**config.mk**
```make
export PLATFORM = sky130hd
export DESIGN_NAME = postfix_stack_evaluator_core
export DESIGN_NICKNAME = d
export VERILOG_FILES = /design/src/sv/psev_pkg.sv /design/src/sv/postfix_stack_evaluator_core.sv
export SDC_FILE = /design/constraint.sdc
export NUM_CORES = 2
export LEC_CHECK = 0
export BUFFER_PORTS_ARGS = -buffer_cell sky130_fd_sc_hd__buf_4
export CELL_PAD_IN_SITES_DETAIL_PLACEMENT = 1
export CELL_PAD_IN_SITES_GLOBAL_PLACEMENT = 2
export CORE_UTILIZATION = 43
export CTS_BUF_LIST = sky130_fd_sc_hd__clkbuf_8
export DETAILED_ROUTE_END_ITERATION = 7
export PLACE_DENSITY = 0.86
export SYNTH_ARGS = -nofsm -noshare
export SYNTH_HDL_FRONTEND = slang
export SYNTH_SLANG_ARGS = --single-unit
```
**constraint.sdc**
```tcl
create_clock -name aclk -period 9.4 [get_ports aclk]
set_clock_uncertainty 0.15 [all_clocks]
set_input_delay 0.94 -clock aclk [delete_from_list [all_inputs] [get_ports aclk]]
set_output_delay 0.94 -clock aclk [all_outputs]
set_load 0.01 [all_outputs]
```
**src/sv/psev_pkg.sv**
```systemverilog
package psev_pkg;

    // Operator character codes
    localparam logic [7:0] OP_ADD = 8'h2B;
    localparam logic [7:0] OP_SUB = 8'h2D;
    localparam logic [7:0] OP_MUL = 8'h2A;
    localparam logic [7:0] OP_DIV = 8'h2F;

    // Result status codes
    typedef enum logic [2:0] {
        ST_OK,
        ST_UNDER,
        ST_FULL,
        ST_DIVZ,
        ST_BADOP,
        ST_FINAL
    } status_t;

    // Jump conditions: jump to target when true, else step on
    typedef enum logic [3:0] {
        C_NEVER,
        C_ALWAYS,
        C_NO_REQ,
        C_IS_OP,
        C_FULL,
        C_BAD_OP,
        C_SP_LT2,
        C_OP_DIV,
        C_OP_MUL,
        C_B_ZERO,
        C_CNT_MORE,
        C_OUT_BUSY
    } cond_t;

    // Stack read address select
    typedef enum logic {
        ADDR_SP1,
        ADDR_SP2
    } addr_t;

    // Datapath actions
    typedef enum logic [4:0] {
        A_NONE,
        A_ACCEPT,
        A_PUSH,
        A_SET_FULL,
        A_SET_UNDER,
        A_LOAD_B,
        A_LOAD_A,
        A_ADDSUB,
        A_MUL,
        A_MUL_SAT,
        A_DIV_INIT,
        A_DIV_STEP,
        A_DIV_FIN,
        A_DIV_ZERO,
        A_WRITE,
        A_TOP,
        A_BADOP,
        A_EMIT
    } act_t;

    localparam int PC_W = 5;

    typedef struct packed {
        cond_t            cond;
        logic [PC_W-1:0]  target;
        addr_t            addr;
        act_t             act;
    } cw_t;

    // Program step addresses
    localparam logic [PC_W-1:0] S_WAIT  = 5'd0;
    localparam logic [PC_W-1:0] S_KIND  = 5'd1;
    localparam logic [PC_W-1:0] S_PCHK  = 5'd2;
    localparam logic [PC_W-1:0] S_PUSH  = 5'd3;
    localparam logic [PC_W-1:0] S_FULL  = 5'd4;
    localparam logic [PC_W-1:0] S_OPCHK = 5'd5;
    localparam logic [PC_W-1:0] S_CNT   = 5'd6;
    localparam logic [PC_W-1:0] S_RDB   = 5'd7;
    localparam logic [PC_W-1:0] S_RDA   = 5'd8;
    localparam logic [PC_W-1:0] S_SEL   = 5'd9;
    localparam logic [PC_W-1:0] S_MSEL  = 5'd10;
    localparam logic [PC_W-1:0] S_ADD   = 5'd11;
    localparam logic [PC_W-1:0] S_MUL   = 5'd12;
    localparam logic [PC_W-1:0] S_MSAT  = 5'd13;
    localparam logic [PC_W-1:0] S_DCHK  = 5'd14;
    localparam logic [PC_W-1:0] S_DINIT = 5'd15;
    localparam logic [PC_W-1:0] S_DLOOP = 5'd16;
    localparam logic [PC_W-1:0] S_DFIN  = 5'd17;
    localparam logic [PC_W-1:0] S_DZERO = 5'd18;
    localparam logic [PC_W-1:0] S_WRITE = 5'd19;
    localparam logic [PC_W-1:0] S_UNDER = 5'd20;
    localparam logic [PC_W-1:0] S_TOP   = 5'd21;
    localparam logic [PC_W-1:0] S_BAD   = 5'd22;
    localparam logic [PC_W-1:0] S_EMIT  = 5'd23;
    localparam logic [PC_W-1:0] S_BACK  = 5'd24;

    // True for one of the four operator characters
    function automatic logic op_valid(input logic [7:0] c);
        return (c == OP_ADD) || (c == OP_SUB) || (c == OP_MUL) || (c == OP_DIV);
    endfunction

    // Control store: one word per program step
    function automatic cw_t ucode_rom(input logic [PC_W-1:0] pc);
        cw_t w;
        w = '{cond: C_ALWAYS, target: S_WAIT, addr: ADDR_SP1, act: A_NONE};
        case (pc)
            S_WAIT:  w = '{cond: C_NO_REQ,   target: S_WAIT,  addr: ADDR_SP1, act: A_ACCEPT};
            S_KIND:  w = '{cond: C_IS_OP,    target: S_OPCHK, addr: ADDR_SP1, act: A_NONE};
            S_PCHK:  w = '{cond: C_FULL,     target: S_FULL,  addr: ADDR_SP1, act: A_NONE};
            S_PUSH:  w = '{cond: C_ALWAYS,   target: S_EMIT,  addr: ADDR_SP1, act: A_PUSH};
            S_FULL:  w = '{cond: C_ALWAYS,   target: S_TOP,   addr: ADDR_SP1, act: A_SET_FULL};
            S_OPCHK: w = '{cond: C_BAD_OP,   target: S_BAD,   addr: ADDR_SP1, act: A_NONE};
            S_CNT:   w = '{cond: C_SP_LT2,   target: S_UNDER, addr: ADDR_SP1, act: A_NONE};
            S_RDB:   w = '{cond: C_NEVER,    target: S_WAIT,  addr: ADDR_SP1, act: A_NONE};
            S_RDA:   w = '{cond: C_NEVER,    target: S_WAIT,  addr: ADDR_SP2, act: A_LOAD_B};
            S_SEL:   w = '{cond: C_OP_DIV,   target: S_DCHK,  addr: ADDR_SP1, act: A_LOAD_A};
            S_MSEL:  w = '{cond: C_OP_MUL,   target: S_MUL,   addr: ADDR_SP1, act: A_NONE};
            S_ADD:   w = '{cond: C_ALWAYS,   target: S_WRITE, addr: ADDR_SP1, act: A_ADDSUB};
            S_MUL:   w = '{cond: C_NEVER,    target: S_WAIT,  addr: ADDR_SP1, act: A_MUL};
            S_MSAT:  w = '{cond: C_ALWAYS,   target: S_WRITE, addr: ADDR_SP1, act: A_MUL_SAT};
            S_DCHK:  w = '{cond: C_B_ZERO,   target: S_DZERO, addr: ADDR_SP1, act: A_NONE};
            S_DINIT: w = '{cond: C_NEVER,    target: S_WAIT,  addr: ADDR_SP1, act: A_DIV_INIT};
            S_DLOOP: w = '{cond: C_CNT_MORE, target: S_DLOOP, addr: ADDR_SP1, act: A_DIV_STEP};
            S_DFIN:  w = '{cond: C_ALWAYS,   target: S_WRITE, addr: ADDR_SP1, act: A_DIV_FIN};
            S_DZERO: w = '{cond: C_NEVER,    target: S_WAIT,  addr: ADDR_SP1, act: A_DIV_ZERO};
            S_WRITE: w = '{cond: C_ALWAYS,   target: S_EMIT,  addr: ADDR_SP1, act: A_WRITE};
            S_UNDER: w = '{cond: C_NEVER,    target: S_WAIT,  addr: ADDR_SP1, act: A_SET_UNDER};
            S_TOP:   w = '{cond: C_ALWAYS,   target: S_EMIT,  addr: ADDR_SP1, act: A_TOP};
            S_BAD:   w = '{cond: C_NEVER,    target: S_WAIT,  addr: ADDR_SP1, act: A_BADOP};
            S_EMIT:  w = '{cond: C_OUT_BUSY, target: S_EMIT,  addr: ADDR_SP1, act: A_EMIT};
            S_BACK:  w = '{cond: C_ALWAYS,   target: S_WAIT,  addr: ADDR_SP1, act: A_NONE};
            default: w = '{cond: C_ALWAYS,   target: S_WAIT,  addr: ADDR_SP1, act: A_NONE};
        endcase
        return w;
    endfunction

endpackage

```
**src/sv/postfix_stack_evaluator_core.sv**
```systemverilog
// One item at a time: the next request is taken only after the result is valid. The
// bit-serial restoring divider (32 + FRAC_BITS steps) sets the worst case; a new request is
// taken while an earlier result still waits on the output. Reset clears the step counter,
// the stack pointer and the output valid; stack entries are not cleared and hold their old
// contents until pushed again.
module postfix_stack_evaluator_core #(
    parameter int STACK_DEPTH = 32,
    parameter int FRAC_BITS   = 16
) (
    input  logic        aclk,
    input  logic        aresetn,
    input  logic        s_tvalid,
    output logic        s_tready,
    input  logic [39:0] s_tdata,   // number [31:0], op_char [39:32]
    input  logic        s_tuser,   // cmd
    input  logic        s_tlast,
    output logic        m_tvalid,
    input  logic        m_tready,
    output logic [47:0] m_tdata,   // top_value [31:0], stack_depth [37:32], status [40:38]
    output logic        m_tlast
);

    localparam int AW    = (STACK_DEPTH > 1) ? $clog2(STACK_DEPTH) : 1;
    localparam int SP_W  = $clog2(STACK_DEPTH + 1);
    localparam int QW    = 32 + FRAC_BITS;
    localparam int CNT_W = $clog2(QW + 1);

    localparam logic signed [63:0] SAT_HI = 64'sd2147483647;
    localparam logic signed [63:0] SAT_LO = -64'sd2147483648;
    localparam logic [31:0]        MAX32  = 32'h7FFF_FFFF;
    localparam logic [31:0]        MIN32  = 32'h8000_0000;

    // Sequencer
    logic [psev_pkg::PC_W-1:0] pc_reg, pc_next;
    psev_pkg::cw_t             cw;
    logic                      jump;

    // Token and operands
    logic                  cmd_reg;
    logic signed [31:0]    num_reg;
    logic [7:0]            op_reg;
    logic                  last_reg;
    logic [SP_W-1:0]       sp_reg;
    logic signed [31:0]    a_reg, b_reg;
    logic [31:0]           res_reg;
    psev_pkg::status_t     status_reg;
    logic signed [63:0]    prod_reg;

    // Divider
    logic [QW-1:0]         dvd_reg;
    logic [31:0]           rem_reg;
    logic [31:0]           dsr_reg;
    logic                  neg_reg;
    logic [CNT_W-1:0]      cnt_reg;

    // Stack memory
    logic [31:0]           stack_mem [STACK_DEPTH];
    logic [31:0]           rd_reg;
    logic [AW-1:0]         rd_addr, wr_addr;
    logic [31:0]           wr_data;
    logic                  mem_we;
    logic [SP_W-1:0]       sp_m1, sp_m2;

    // Output register
    logic                  m_tvalid_reg;
    logic [31:0]           top_out_reg;
    logic [5:0]            depth_out_reg;
    psev_pkg::status_t     status_out_reg;
    logic                  last_out_reg;

    logic                  out_free, emit_fire;
    psev_pkg::status_t     status_fin;

    // Arithmetic
    logic signed [32:0]    sum_ext;
    logic [31:0]           addsub_sat;
    logic signed [63:0]    mul_sh;
    logic [31:0]           mul_sat;
    logic [31:0]           a_abs, b_abs;
    logic [32:0]           rem_shift, rem_diff;
    logic                  qbit;
    logic [63:0]           q64;
    logic [31:0]           div_sat;

    // Fetch control word and pick next step
    assign cw = psev_pkg::ucode_rom(pc_reg);

    always_comb begin
        case (cw.cond)
            psev_pkg::C_NEVER:    jump = 1'b0;
            psev_pkg::C_ALWAYS:   jump = 1'b1;
            psev_pkg::C_NO_REQ:   jump = !s_tvalid;
            psev_pkg::C_IS_OP:    jump = cmd_reg;
            psev_pkg::C_FULL:     jump = (sp_reg >= SP_W'(STACK_DEPTH));
            psev_pkg::C_BAD_OP:   jump = !psev_pkg::op_valid(op_reg);
            psev_pkg::C_SP_LT2:   jump = (sp_reg < SP_W'(2));
            psev_pkg::C_OP_DIV:   jump = (op_reg == psev_pkg::OP_DIV);
            psev_pkg::C_OP_MUL:   jump = (op_reg == psev_pkg::OP_MUL);
            psev_pkg::C_B_ZERO:   jump = (b_reg == 32'sd0);
            psev_pkg::C_CNT_MORE: jump = (cnt_reg != CNT_W'(1));
            psev_pkg::C_OUT_BUSY: jump = !out_free;
            default:              jump = 1'b0;
        endcase
        pc_next = jump ? cw.target : pc_reg + psev_pkg::PC_W'(1);
    end

    assign s_tready  = aresetn && (cw.act == psev_pkg::A_ACCEPT);
    assign out_free  = !m_tvalid_reg || m_tready;
    assign emit_fire = (cw.act == psev_pkg::A_EMIT) && out_free;

    // Flag a bad final form where the token itself raised no error
    assign status_fin = (last_reg && status_reg == psev_pkg::ST_OK && sp_reg != SP_W'(1))
                        ? psev_pkg::ST_FINAL : status_reg;

    // Saturating add and subtract
    always_comb begin
        if (op_reg == psev_pkg::OP_SUB) begin
            sum_ext = {a_reg[31], a_reg} - {b_reg[31], b_reg};
        end else begin
            sum_ext = {a_reg[31], a_reg} + {b_reg[31], b_reg};
        end
        if (sum_ext[32] != sum_ext[31]) begin
            addsub_sat = sum_ext[32] ? MIN32 : MAX32;
        end else begin
            addsub_sat = sum_ext[31:0];
        end
    end

    // Scale and saturate the registered product (shift rounds toward minus infinity)
    always_comb begin
        mul_sh = prod_reg >>> FRAC_BITS;
        if (mul_sh > SAT_HI) begin
            mul_sat = MAX32;
        end else if (mul_sh < SAT_LO) begin
            mul_sat = MIN32;
        end else begin
            mul_sat = mul_sh[31:0];
        end
    end

    // Magnitudes, one restoring step and the signed, saturated quotient
    always_comb begin
        a_abs     = a_reg[31] ? 32'(-a_reg) : a_reg;
        b_abs     = b_reg[31] ? 32'(-b_reg) : b_reg;
        rem_shift = {rem_reg, dvd_reg[QW-1]};
        rem_diff  = rem_shift - {1'b0, dsr_reg};
        qbit      = !rem_diff[32];
        q64       = 64'(dvd_reg);
        if (neg_reg) begin
            div_sat = (q64 > 64'h8000_0000) ? MIN32 : 32'(-q64);
        end else begin
            div_sat = (q64 > 64'h7FFF_FFFF) ? MAX32 : q64[31:0];
        end
    end

    // Stack addresses and write port
    always_comb begin
        sp_m1   = sp_reg - SP_W'(1);
        sp_m2   = sp_reg - SP_W'(2);
        rd_addr = (cw.addr == psev_pkg::ADDR_SP2) ? sp_m2[AW-1:0] : sp_m1[AW-1:0];
        mem_we  = (cw.act == psev_pkg::A_PUSH) || (cw.act == psev_pkg::A_WRITE);
        wr_addr = (cw.act == psev_pkg::A_PUSH) ? sp_reg[AW-1:0] : sp_m2[AW-1:0];
        wr_data = (cw.act == psev_pkg::A_PUSH) ? num_reg : res_reg;
    end

    always_ff @(posedge aclk) begin
        if (mem_we) begin
            stack_mem[wr_addr] <= wr_data;
        end
        rd_reg <= stack_mem[rd_addr];
    end

    // Hold step counter, stack pointer and output valid
    always_ff @(posedge aclk) begin
        if (!aresetn) begin
            pc_reg       <= psev_pkg::S_WAIT;
            sp_reg       <= '0;
            m_tvalid_reg <= 1'b0;
        end else begin
            pc_reg <= pc_next;
            if (m_tvalid_reg && m_tready) begin
                m_tvalid_reg <= 1'b0;
            end
            if (emit_fire) begin
                m_tvalid_reg <= 1'b1;
            end
            case (cw.act)
                psev_pkg::A_PUSH:  sp_reg <= sp_reg + SP_W'(1);
                psev_pkg::A_WRITE: sp_reg <= sp_m1;
                psev_pkg::A_BADOP: sp_reg <= '0;
                psev_pkg::A_EMIT: begin
                    if (emit_fire && last_reg) begin
                        sp_reg <= '0;
                    end
                end
                default: ;
            endcase
        end
    end

    // Datapath actions driven by the control word
    always_ff @(posedge aclk) begin
        case (cw.act)
            psev_pkg::A_ACCEPT: begin
                if (s_tvalid) begin
                    cmd_reg    <= s_tuser;
                    num_reg    <= s_tdata[31:0];
                    op_reg     <= s_tdata[39:32];
                    last_reg   <= s_tlast;
                    status_reg <= psev_pkg::ST_OK;
                end
            end
            psev_pkg::A_PUSH:      res_reg <= num_reg;
            psev_pkg::A_SET_FULL:  status_reg <= psev_pkg::ST_FULL;
            psev_pkg::A_SET_UNDER: status_reg <= psev_pkg::ST_UNDER;
            psev_pkg::A_LOAD_B:    b_reg <= rd_reg;
            psev_pkg::A_LOAD_A:    a_reg <= rd_reg;
            psev_pkg::A_ADDSUB:    res_reg <= addsub_sat;
            psev_pkg::A_MUL:       prod_reg <= a_reg * b_reg;
            psev_pkg::A_MUL_SAT:   res_reg <= mul_sat;
            psev_pkg::A_DIV_INIT: begin
                dvd_reg <= QW'(a_abs) << FRAC_BITS;
                rem_reg <= '0;
                dsr_reg <= b_abs;
                neg_reg <= a_reg[31] ^ b_reg[31];
                cnt_reg <= CNT_W'(QW);
            end
            psev_pkg::A_DIV_STEP: begin
                rem_reg <= qbit ? rem_diff[31:0] : rem_shift[31:0];
                dvd_reg <= {dvd_reg[QW-2:0], qbit};
                cnt_reg <= cnt_reg - CNT_W'(1);
            end
            psev_pkg::A_DIV_FIN: res_reg <= div_sat;
            psev_pkg::A_DIV_ZERO: begin
                res_reg    <= '0;
                status_reg <= psev_pkg::ST_DIVZ;
            end
            psev_pkg::A_TOP:       res_reg <= (sp_reg != '0) ? rd_reg : 32'd0;
            psev_pkg::A_BADOP: begin
                res_reg    <= '0;
                status_reg <= psev_pkg::ST_BADOP;
            end
            psev_pkg::A_EMIT: begin
                if (emit_fire) begin
                    top_out_reg    <= res_reg;
                    depth_out_reg  <= 6'(sp_reg);
                    status_out_reg <= status_fin;
                    last_out_reg   <= last_reg;
                end
            end
            default: ;
        endcase
    end

    assign m_tvalid = m_tvalid_reg;
    assign m_tdata  = {7'd0, status_out_reg, depth_out_reg, top_out_reg};
    assign m_tlast  = last_out_reg;

    // Stack pointer never passes the stack depth
    a_sp_bound: assert property (@(posedge aclk) disable iff (!aresetn)
        sp_reg <= SP_W'(STACK_DEPTH))
        else $error("stack pointer beyond depth");

    // Closing a run empties the stack
    a_last_clears: assert property (@(posedge aclk) disable iff (!aresetn)
        (emit_fire && last_reg) |=> (sp_reg == '0))
        else $error("stack not emptied after last token");

    // A dropped push is reported only on a full stack
    a_full_depth: assert property (@(posedge aclk) disable iff (!aresetn)
        (emit_fire && status_reg == psev_pkg::ST_FULL) |-> (sp_reg == SP_W'(STACK_DEPTH)))
        else $error("full reported below depth");

    // Underflow is reported only with fewer than two entries
    a_under_depth: assert property (@(posedge aclk) disable iff (!aresetn)
        (emit_fire && status_reg == psev_pkg::ST_UNDER) |-> (sp_reg < SP_W'(2)))
        else $error("underflow reported with two or more entries");

    // Divider loop never runs with an exhausted count
    a_div_count: assert property (@(posedge aclk) disable iff (!aresetn)
        (cw.act == psev_pkg::A_DIV_STEP) |-> (cnt_reg != '0))
        else $error("divider step with zero count");

endmodule
```
After elaboration in Yosys (flattened, before gate mapping)
Memory sizes are Yosys's and may differ from the RTL's. A register that Yosys moved wholly into a read port is not among the register bits.
Index checks and enable logic that the tools add are counted.

operators by class
  add/subtract/negate cells = 11
  $mul = 1
  $lt $le $gt $ge = 6
  eq/ne operators = 37
  multiplexer cells = 30
  bitwise operators = 1
  reductions and logical operators = 29

operators by type and width
  cell                    number
  $mux W32                11
  $pmux W32 S6            1
  $gt A48 B32 Y1 const B  2
  $neg A32 Y32            3
  $pmux W48 S2            1
  $mul A32 B32 Y64        1
  $pmux W32 S2            1
  $gt A48 B31 Y1 const B  1
  $lt A48 B32 Y1 const B  1
  $eq A5 B4 Y1 const B    8
  $add A32 B32 Y33        1
  $mux W33                1
  $sub A32 B32 Y33        1
  $sub A33 B32 Y33        1
  $eq A8 B6 Y1 const B    4
  $logic_not A32 Y1       1
  $mux W31                1
  $pmux W6 S4             1
  $eq A5 B3 Y1 const B    4
  $mux W5                 4
  $eq A4 B3 Y1 const B    4
  $eq A4 B4 Y1 const B    4
  $pmux W3 S5             1
  $ne A6 B1 Y1 const B    2
  other kinds (30)        55

storage, ports and cells
  register bits = 378
  bits in writable memories = 1024
  memory bits (read-only) = 480
  input port bits = 46
  output and inout bits = 51
  word-level logic and storage cells = 139
  memories = 2

memory list
  memory           depth  bits a word  rd ports  clocked after Yosys merged registers in  write ports  RTL line                            text
  stack_mem        32     32           1         1                                        1            postfix_stack_evaluator_core.sv:57  logic [31:0] stack_mem [STACK_DEPTH];
  (no name shown)  32     15           1         1                                        0            psev_pkg.sv:108                     case (pc)

Longest topological paths before layout
  depth in word-level cells = 8
  mapped depth = 30
  mapped depth without buffers = 27

Least setup slack after synthesis
No wires, ideal clock.

  path kind = register to register
  start = register, netlist name cw[3]
  end = register cnt_reg[0] (enable)
  library setup time = 744 ps
  arrival = 8863 ps
  required time = 8506 ps
  setup slack = -357 ps
  cell stages (with the launch flop) = 3
  buffers on the path = 1
  period minus slack after synthesis = 9757 ps
  cells stage by stage = dfxtp_1 buf_1 nor4bb_1

on the way
  cells in the longest elaborated chain, start to end = 2
  elaborated cells between the ends (all ways) = 3
  classes of those cells = eq/ne: 2; reduce/logical: 1

ends and longest elaborated chain
  item                                   RTL line                             text
  $eq A5 B4 Y1                           postfix_stack_evaluator_core.sv:203  case (cw.act)
  $reduce_bool A2 Y1 (no source line) *  -
  end signal: assignment                 postfix_stack_evaluator_core.sv:226  cnt_reg <= CNT_W'(QW);
  end signal: assignment                 postfix_stack_evaluator_core.sv:231  cnt_reg <= cnt_reg - CNT_W'(1);
  end: declaration                       postfix_stack_evaluator_core.sv:54   logic [CNT_W-1:0] cnt_reg;

Mark *: on every way between the ends. The rest lies on a longest branch, timed or not.
A chain may end at the register's enable or synchronous reset.

Worst setup path in the final report
  start = register b_reg[26]
  end = register prod_reg[55], data pin

on the way
  cells in the longest elaborated chain, start to end = 1

ends and longest elaborated chain
  item                      RTL line                             text
  start: declaration        postfix_stack_evaluator_core.sv:44   logic signed [31:0] a_reg, b_reg;
  start signal: assignment  postfix_stack_evaluator_core.sv:216  psev_pkg::A_LOAD_B: b_reg <= rd_reg;
  $mul A32 B32 Y64          postfix_stack_evaluator_core.sv:219  psev_pkg::A_MUL: prod_reg <= a_reg * b_reg;
  end signal: assignment    postfix_stack_evaluator_core.sv:219
  end: declaration          postfix_stack_evaluator_core.sv:47   logic signed [63:0] prod_reg;

No other way between the ends.

==> metrics.csv <==
stage;metric;value;unit
floorplanning;die_h;477;µm
timing;max_slew.worst_pin.slew;1.18;ns
placed_design;final_weighted_congestion_in_routability_driven_placement;0.917;
timing;rsz0062_at_grt;false;
cells_and_area;post_route_cells_drive_above_1_share;13.2;%
clock_tree;cts_root_buf;sky130_fd_sc_hd__clkbuf_8;
setup_path;ff2ff_setup_slack;0.40;ns
logic_synthesis;synthArstFlopShare;0;%
detailed_routing;antenna_left;0;
placed_design;dpl_cell_area;102000;µm²
placed_design;hpwlAfterDp;208000;µm
setup_path;setup.worst_path.end_class;flop;
cells_and_area;layout_cell_area_excl_fill;107000;µm²
cells_and_area;final_nets;9270;
grt;number_of_antenna_violations_at_the_first_check_in_global_routing;18;
setup_path;worst-endpoint-required;9.94;ns
timing;max_slew_violation_total_from_the_final_report;0;
timing;fin_worst_hold_slack;0.0806;ns
run_status;status;finished, final reports clean;
logic_synthesis;synth.avg_cell_area;12.6;µm²
timing;report.final.setup_viol;0;
timing;timing.final.hold_violations;0;
clock_tree;clock_tree_from_tritoncts;built;
setup_path;crit_fanout;22;
detailed_routing;wire_per_inst;26.8;µm
clock_tree;cts_buffers;226;
worst_hold_path;hold_path_startpoint;s_tdata[7];
grt;grt_pass1_vias;68766;
floorplanning;die_area;228000;µm²
setup_path;worstSetupPathType;reg -> reg;
detailed_routing;finalWirelength;297000;µm
clock_tree;cts.clk_slew.worst_paths;0.06;ns
setup_path;rr_startpoint;b_reg[26];
logic_synthesis;yosysWarningCount;0;
grt;wire_length_of_the_first_global_routing_pass;446000;µm
grt;globalRouteTotalUtil;26.2;%
timing;final_period_minus_worst_setup_slack;9.00;ns
logic_synthesis;synth_edf_count;1374;
cells_and_area;largest_register_ff_count;1024;
floorplanning;coreArea;225000;µm²
detailed_routing;initialDrtViolationCount;5302;
floorplanning;start_util;43.2;%
logic_synthesis;number_of_instances_in_the_synthesized_netlist;7699;
grt;maximum_number_of_pins_on_one_net_before_global_route_repair;129;
timing;max_freq;0.111;GHz
clock_tree;clock_sinks;1433;
run;timing.max_cap.violations;0;
floorplanning;die_width;477;µm
logic_synthesis;ys_seq_area_share;43.7;%
logic_synthesis;synth.top_cells.by_area;sky130_fd_sc_hd__edfxtp_1 (42%), sky130_fd_sc_hd__fa_1 (22%), sky130_fd_sc_hd__mux4_2 (5.9%), sky130_fd_sc_hd__inv_1 (4.1%), sky130_fd_sc_hd__ha_1 (3.4%);
logic_synthesis;yosysUniqueCellTypes;88;
worst_hold_path;hold_class;in -> reg;
clock_tree;cts_buffer_depth;3;
logic_synthesis;yosysTopAreaCell;sky130_fd_sc_hd__edfxtp_1;
detailed_routing;drc;0;
detailed_routing;num_vias;62587;
detailed_routing;post_drt_via_cell_ratio;5.66;
timing;slew-limit-headroom;21.2;%
placed_design;io_buffers;89;
floorplanning;io_pins;97;
cells_and_area;layout_commonest_cell;sky130_fd_sc_hd__edfxtp_1;
setup_path;critical_path.reg2reg.endpoint;prod_reg[55];
cells_and_area;final_cell_mix;sky130_fd_sc_hd__edfxtp_1 (1374), sky130_fd_sc_hd__inv_1 (1128), sky130_fd_sc_hd__fa_1 (1083);
floorplanning;fp-row-count;174;
setup_path;crit_arrival;9.55;ns
clock_tree;cts_htree_levels;4;
worst_hold_path;min_path_cells;1;
logic_synthesis;yosysTopAreaCellShare;42.5;%
detailed_routing;detail_route.first_pass.iterations;6;
clock_tree;source_to_sink_clock_delay_at_the_later_pin_of_the_worst_skew_pair;0.99;ns
grt;grt-ovfl-total;0;
worst_hold_path;hold_end;num_reg[7];
setup_path;worst-r2r-cell-count;21;
cells_and_area;synthesis_to_layout_area_growth;10.4;%
timing;fin_crit_sh;95.8;%
logic_synthesis;post_synth_instance_area;97100;µm²
logic_synthesis;synth-seq-cells;1433;
logic_synthesis;ys_dominant_reg_cell;sky130_fd_sc_hd__edfxtp_1;
setup_path;cp-start-kind;flop;
## timing repair
| action | in CTS | in global routing |
|---|---|---|
| resized for setup | 1 | 2 |
| pin swaps | 0 | 0 |
| endpoints found under the hold margin | 40 | 0 |
| hold buffers | 40 | 0 |
| setup endpoints to repair | 6 | 7 |
| cloned | 0 | 0 |
| setup buffers | 0 | 34 |
## kinds of logic (layout without fill, tap and decap cells)
kind of cell               count (synthesis)  after routing  share of synthesized area (%)
other                                      1             12                        0.00386
muxes                                    429            429                           7.81
buffers and inverters                   1506           1867                           5.87
xor gates and xnor gates                 207            207                           1.87
adders and majority gates               1347           1347                           25.7
and+or+nand+nor                         1990           1990                           9.95
DFF                                     1433           1433                           43.7
AOI/OAI and AO/OA                        786            786                           5.10
## layer usage
layer | up-vias | GRT usage (%) | part of all wire (%)
li1 | 26298 | - | -
met1 | 33260 | 34.5 | 40
met2 | 2457 | 43.9 | 49
met3 | 566 | 4.31 | 7.4
met4 | 6 | 8.76 | 3.5
met5 | - | 0 | 0.011
## worst max path at each step
stage	slack [ns]	to	startpoint
6_report	0.40	prod_reg[55]	b_reg[26]
4_1_cts	0.07	prod_reg[55]	b_reg[12]
3_5_place_dp	-0.15	prod_reg[55]	b_reg[8]
3_3_place_gp	-0.12	prod_reg[55]	b_reg[13]
5_1_grt	0.16	prod_reg[63]	a_reg[31]
2_1_floorplan	0.87	prod_reg[55]	a_reg[31]
## worst max-delay path: stages (launching register included)
cell	delay, ns
sky130_fd_sc_hd__edfxtp_1	0.97
sky130_fd_sc_hd__buf_4	0.45
sky130_fd_sc_hd__nand2_1	0.14
sky130_fd_sc_hd__fa_1	0.56
sky130_fd_sc_hd__inv_1	0.06
sky130_fd_sc_hd__fa_1	0.55
sky130_fd_sc_hd__fa_1	0.46
sky130_fd_sc_hd__fa_1	0.59
sky130_fd_sc_hd__fa_1	0.47
sky130_fd_sc_hd__fa_1	0.47
sky130_fd_sc_hd__fa_1	0.56
sky130_fd_sc_hd__fa_1	0.44
sky130_fd_sc_hd__ha_1	0.32
sky130_fd_sc_hd__a21o_1	0.17
sky130_fd_sc_hd__a21o_1	0.18
sky130_fd_sc_hd__a2111oi_0	0.53
sky130_fd_sc_hd__nor3_1	0.15
sky130_fd_sc_hd__a221o_1	0.41
sky130_fd_sc_hd__o31ai_2	0.44
sky130_fd_sc_hd__nand2_1	0.15
sky130_fd_sc_hd__or2_2	0.31
sky130_fd_sc_hd__xor2_1	0.14
## synth_stat cells, drive strengths merged (19+ instances only)
| cell | instances |
|---|---|
| nand2b | 45 |
| or3 | 30 |
| nand4 | 31 |
| fa | 1083 |
| a31oi | 21 |
| a211oi | 43 |
| xnor2 | 120 |
| edfxtp | 1374 |
| inv | 1058 |
| mux4 | 256 |
| nand3 | 49 |
| o21ai | 175 |
| and3 | 19 |
| nand2 | 846 |
| nor4 | 20 |
| ha | 264 |
| o21a | 23 |
| buf | 88 |
| o31ai | 31 |
| and2 | 515 |
| nor3 | 67 |
| nor2b | 38 |
| clkbuf | 358 |
| mux2i | 103 |
| dfxtp | 59 |
| xor2 | 87 |
| a21oi | 246 |
| o211ai | 43 |
| o22ai | 21 |
| nor2 | 267 |
| mux2 | 70 |
| a21o | 55 |
## final cells by class
class	count	area [µm²]
fill	23171	117000
multi-input combinational	4766	49500
sequential	1433	42400
inverter	1060	3980
tap	2992	3740
timing repair buffer	390	3300
clock buffer	234	3220
clock inverter	183	1100
antenna	5	12.5
## through the flow
step / setup TNS [ns] / setup WS [ns] / cells / util [%]
after floorplan: 0 / 0.866 / 7705 / -
after global placement: -0.158 / -0.116 / 10567 / 45.5
after detailed placement: -0.422 / -0.148 / 10567 / 45.5
after CTS: 0 / 0.0673 / 11024 / 47.6
after global routing: 0 / 0.157 / 11060 / 47.7
final: 0 / 0.398 / 11063 / 47.7
Power is not shown: default switching activity piles up to over one toggle a cycle in this logic, so the estimate is an artifact.
